File: config.mk
export PLATFORM = sky130hd
export DESIGN_NAME = mlp_front
export DESIGN_NICKNAME = d
export VERILOG_FILES = /design/src/mlp_pkg.sv /design/src/mlp_front.sv
export SDC_FILE = /design/constraint.sdc
export NUM_CORES = 1
export LEC_CHECK = 0
export BUFFER_PORTS_ARGS = -buffer_cell sky130_fd_sc_hd__buf_2
export CORE_ASPECT_RATIO = 1.2
export CORE_MARGIN = 1.5
export CORE_UTILIZATION = 25
export CTS_BUF_LIST = sky130_fd_sc_hd__clkbuf_16
export CTS_CLUSTER_DIAMETER = 100
export DETAILED_ROUTE_END_ITERATION = 8
export PLACE_DENSITY = 0.37
export SLEW_MARGIN = 40
export SYNTH_ARGS = -nofsm -noshare
export SYNTH_HDL_FRONTEND = slang
export SYNTH_SLANG_ARGS = --single-unit
File: constraint.sdc
create_clock -name clk_i -period 4.5 [get_ports clk_i]
set_input_delay 0.45 -clock clk_i [delete_from_list [all_inputs] [get_ports clk_i]]
set_output_delay 0.45 -clock clk_i [all_outputs]
set_load 0.1 [all_outputs]
File: src/mlp_pkg.sv
`timescale 1ns / 1ps
package mlp_pkg;
  localparam int NFeat = 43;
  localparam int NHid = 64;
  localparam int NCls = 10;
  localparam int W1Depth = NHid * NFeat;
  localparam int W2Depth = NCls * NHid;
  localparam int W1AW = $clog2(W1Depth);
  localparam int W2AW = $clog2(W2Depth);
  localparam int FAW = (NFeat > 1) ? $clog2(NFeat) : 1;
  localparam int HAW = (NHid > 1) ? $clog2(NHid) : 1;
  localparam int CAW = (NCls > 1) ? $clog2(NCls) : 1;
  localparam int QDepth = 4;
  localparam int QAW = 2;

  typedef enum logic [2:0] {
    ActW1   = 3'd0,
    ActB1   = 3'd1,
    ActW2   = 3'd2,
    ActB2   = 3'd3,
    ActFeat = 3'd4,
    ActRun  = 3'd5
  } action_e;

  typedef struct packed {
    logic [2:0]  action;
    logic [5:0]  row;
    logic [5:0]  col;
    logic [15:0] value;
  } req_t;

  typedef enum logic [2:0] {
    StIdle, StL1, StL1Fin, StL2, StL2Fin
  } state_e;
endpackage

File: src/mlp_front.sv
`timescale 1ns / 1ps
module mlp_front (
  input  logic          clk_i,
  input  logic          rst_ni,
  input  logic          start_i,
  input  mlp_pkg::req_t req_i,
  output logic          busy_o,
  output logic          q_valid_o,
  output mlp_pkg::req_t q_data_o,
  input  logic          q_pop_i
);
  import mlp_pkg::*;

  req_t          mem_q [QDepth];
  logic [QAW:0]  cnt_q, cnt_d;
  logic [QAW-1:0] wr_q, rd_q;
  logic          keep, push;

  // drop requests that do nothing
  always_comb begin
    case (req_i.action)
      ActW1:   keep = (32'(req_i.row) < NHid) && (32'(req_i.col) < NFeat);
      ActB1:   keep = 32'(req_i.row) < NHid;
      ActW2:   keep = (32'(req_i.row) < NCls) && (32'(req_i.col) < NHid);
      ActB2:   keep = 32'(req_i.row) < NCls;
      ActFeat: keep = 32'(req_i.col) < NFeat;
      ActRun:  keep = 1'b1;
      default: keep = 1'b0;
    endcase
  end

  assign busy_o    = (cnt_q == (QAW+1)'(QDepth));
  assign push      = start_i && !busy_o && keep;
  assign q_valid_o = (cnt_q != '0);
  assign q_data_o  = mem_q[rd_q];
  assign cnt_d     = cnt_q + (QAW+1)'(push) - (QAW+1)'(q_pop_i && q_valid_o);

  always_ff @(posedge clk_i) begin
    if (push) mem_q[wr_q] <= req_i;
  end

  always_ff @(posedge clk_i or negedge rst_ni) begin
    if (!rst_ni) begin
      cnt_q <= '0;
      wr_q  <= '0;
      rd_q  <= '0;
    end else begin
      cnt_q <= cnt_d;
      if (push) wr_q <= wr_q + 1'b1;
      if (q_pop_i && q_valid_o) rd_q <= rd_q + 1'b1;
    end
  end
endmodule

==> results_dict.tcl <==
set metrics [dict create \
    status "finished, final reports clean" \
    hold_class "in2reg" \
    cts_tree "yes" \
    insertion_delay_ns 0.41 \
    slowest_stage "dfrtp_4" \
    finalNetCount 328 \
    ctsResizeCount 0 \
    overflow 0 \
    cp_max_fo 22 \
    dp_hpwl_mm 5.684 \
    critPathLaunchType "flop" \
    setup-tns-final_ns 0 \
    crit_type "reg2out" \
    antennaDiodeCount 0 \
    synth_nets 247 \
    start_util_pct 25.34 \
    finClkSkew_ns 0.006889 \
    max_stage_delay_ns 0.73 \
    cp_cell_sequence "buf_4 -> mux4_2 -> buf_2" \
    grt_usage_pct 10.72 \
    wirelength_mm 9.927 \
    antenna_found_initial 0 \
    numPortBuffers 67 \
    finalHoldViolCount 0 \
    grt.busiest_layer "met2" \
    vias 2289 \
    drt_iter0_drc 115 \
    arrival_ns 2.39 \
    yosys_warnings 0 \
    area_growth_pct 25.48 \
    clock.fmax_mhz 352.6 \
    rows 56 \
    avgViaCountPerCell 4.088 \
    mappedNetlistArea_mm2 0.004936 \
    pin_count 68 \
    fin_crit_ns 2.836 \
    post_route_cells_drive_above_1_share_pct 44.82 \
    max_slew_margin_pct 57.89 \
    clockBufferDepth 2 \
    yosysSeqAreaShare_pct 78.99 \
    synth_area_per_cell_um2 24.08 \
    max-cap-violations 0 \
    grt_max_degree 33 \
    die_y_um 156.9 \
    synth_seq_cells 131 \
    setup_viol 0 \
    rsz0062_at_grt "no" \
    ant_nets 0 \
    grt_use_met2_pct 17.33 \
    worstMarginPinSlew_ns 0.6304 \
    gr-usage-met3_pct 3.188 \
    met1_usage_pct 13.05 \
    first_pass_iters 4 \
    slew_viol_final 0 \
    root_buffer "clkbuf_16" \
    core_mm2 0.01948 \
    wl_per_cell_um 17.73 \
    post-route-drc-count 0 \
    grt_pass1_vias 2565 \
    post-route-period-util_pct 63.02 \
    gp_congestion 0.6361 \
    die-area_mm2 0.02060 \
    grt_pass1_wl_mm 15.51 \
    end_kind "output pin" \
    synth.distinct_cells 24 \
    clock-sinks 131 \
    fp.dieW_um 131.3 \
    fill_cells 1924 \
    cts_buffers 17 \
    synthCells 205 \
    critical_path_required_ns 4.05 \
    clk_pin_slew_ns 0.06 \
    htreeDepth 4 \
]
-- metal layers --
| layer | vias to the layer above | share of wire, % |
|---|---|---|
| met3 | 16 | 3.7 |
| met4 | 0 | 2.0 |
| met5 | - | 0 |
| met1 | 1199 | 44 |
| met2 | 60 | 50 |
| li1 | 1014 | - |
-- metrics by stage --
step	cells	cell area (um2)	setup WS (ns)	utilization [%]	hold slack, ns
2_1_floorplan	205	4936	0.1131	-	0.1544
3_5_place_dp	527	5587	1.572	28.68	0.3091
4_1_cts	560	6193	1.556	31.80	0.2318
6_report	560	6193	1.664	31.80	0.2500
3_3_place_gp	527	5577	1.629	28.63	0.3072
5_1_grt	560	6193	1.493	31.80	0.2426
-- registers in the layout (all words and copies together) (netlist names) --
signal and flops:
cnt_q 3, mem_q 124, rd_q 2, wr_q 2
-- final timing paths --
path / slack (ns) / start / cells past startpoint / to
setup / recovery: 1.66 / rd_q[0] / 3 / q_data_o[0]
hold / removal: 0.25 / req_i[14] / 1 / mem_q[0][14]
setup reg to reg: 1.95 / cnt_q[2] / 10 / cnt_q[2]
hold reg to reg: 0.50 / cnt_q[2] / 1 / cnt_q[2]
max in group asynchronous: 3.91 / rst_ni / 2 / rd_q[0]
min in group asynchronous: 0.40 / rst_ni / 2 / cnt_q[2]
-- critical path, delay by kind of cell (launching register included) --
kind | cells | cell delay [ns]
mux | 1 | 0.55
buf+inv | 2 | 0.68
flops | 1 | 0.73
-- synthesized netlist by cell type --
library cell	n	area share [%]
nor2_1	1	0.076
buf_2	4	0.41
or3_1	1	0.13
and2_1	1	0.13
nand2_1	2	0.15
dfrtp_1	7	3.5
nand2b_1	1	0.13
mux2_4	1	0.30
nor4_1	1	0.13
inv_1	7	0.53
a211oi_1	1	0.15
nor3b_1	1	0.15
buf_1	2	0.15
mux4_2	31	14
and2_2	4	0.61
a2111oi_4	1	0.56
o21ai_2	1	0.18
nor3_2	1	0.20
ha_1	6	1.5
xnor2_1	4	0.71
xor2_1	1	0.18
fa_1	1	0.41
edfxtp_1	124	75
clkbuf_1	1	0.076
-- final cells by class --
type	count	area [um2]	share of cell area, %
flip-flops and latches	131	3906	63.07
multi-input cells	60	984.7	15.90
clock buffers	17	425.4	6.869
repair buffers	69	352.8	5.697
well taps	261	326.6	5.273
clock inverters	15	171.4	2.768
inverters	7	26.28	0.4242
-- layout by cell type, fill, tap and decap left out --
cell and count:
xor2_1 1, fa_1 1, nor3b_1 1, nor3_2 1, buf_2 67, a2111oi_4 1, mux4_2 31, xnor2_1 4
edfxtp_1 124, clkinvlp_4 2, nor2_1 1, mux2_4 1, ha_1 6, dfrtp_4 2, nor4_1 1, clkinv_2 2
nand2b_1 1, bufinv_16 4, and2_4 4, dfrtp_1 5, buf_4 1, clkinv_1 6, inv_1 8, clkbuf_16 17
and2_1 1, dlygate4sd3_1 1, nand2_1 2, or3_1 1, o21ai_2 1, a211oi_1 1
-- cell families (layout without fill, tap and decap cells) --
group / after synthesis / in the layout / synth area share [%]
and+or+nand+nor: 13 / 13 / 1.699
muxes: 32 / 32 / 14.45
DFF: 131 / 131 / 78.99
adders and majority gates: 7 / 7 / 1.926
buffers and inverters: 14 / 108 / 1.166
xor gates and xnor gates: 5 / 5 / 0.8872
AOI/OAI and AO/OA: 3 / 3 / 0.8874
-- repair_timing --
item	CTS	global route
hold endpoints to repair	7	0
buffers inserted	0	0
hold buffers	1	0
endpoints found under the setup margin	0	0
Power is left out: the tool's default activity adds up to more than one toggle a clock period on the data nets, which glitch-free logic cannot reach.
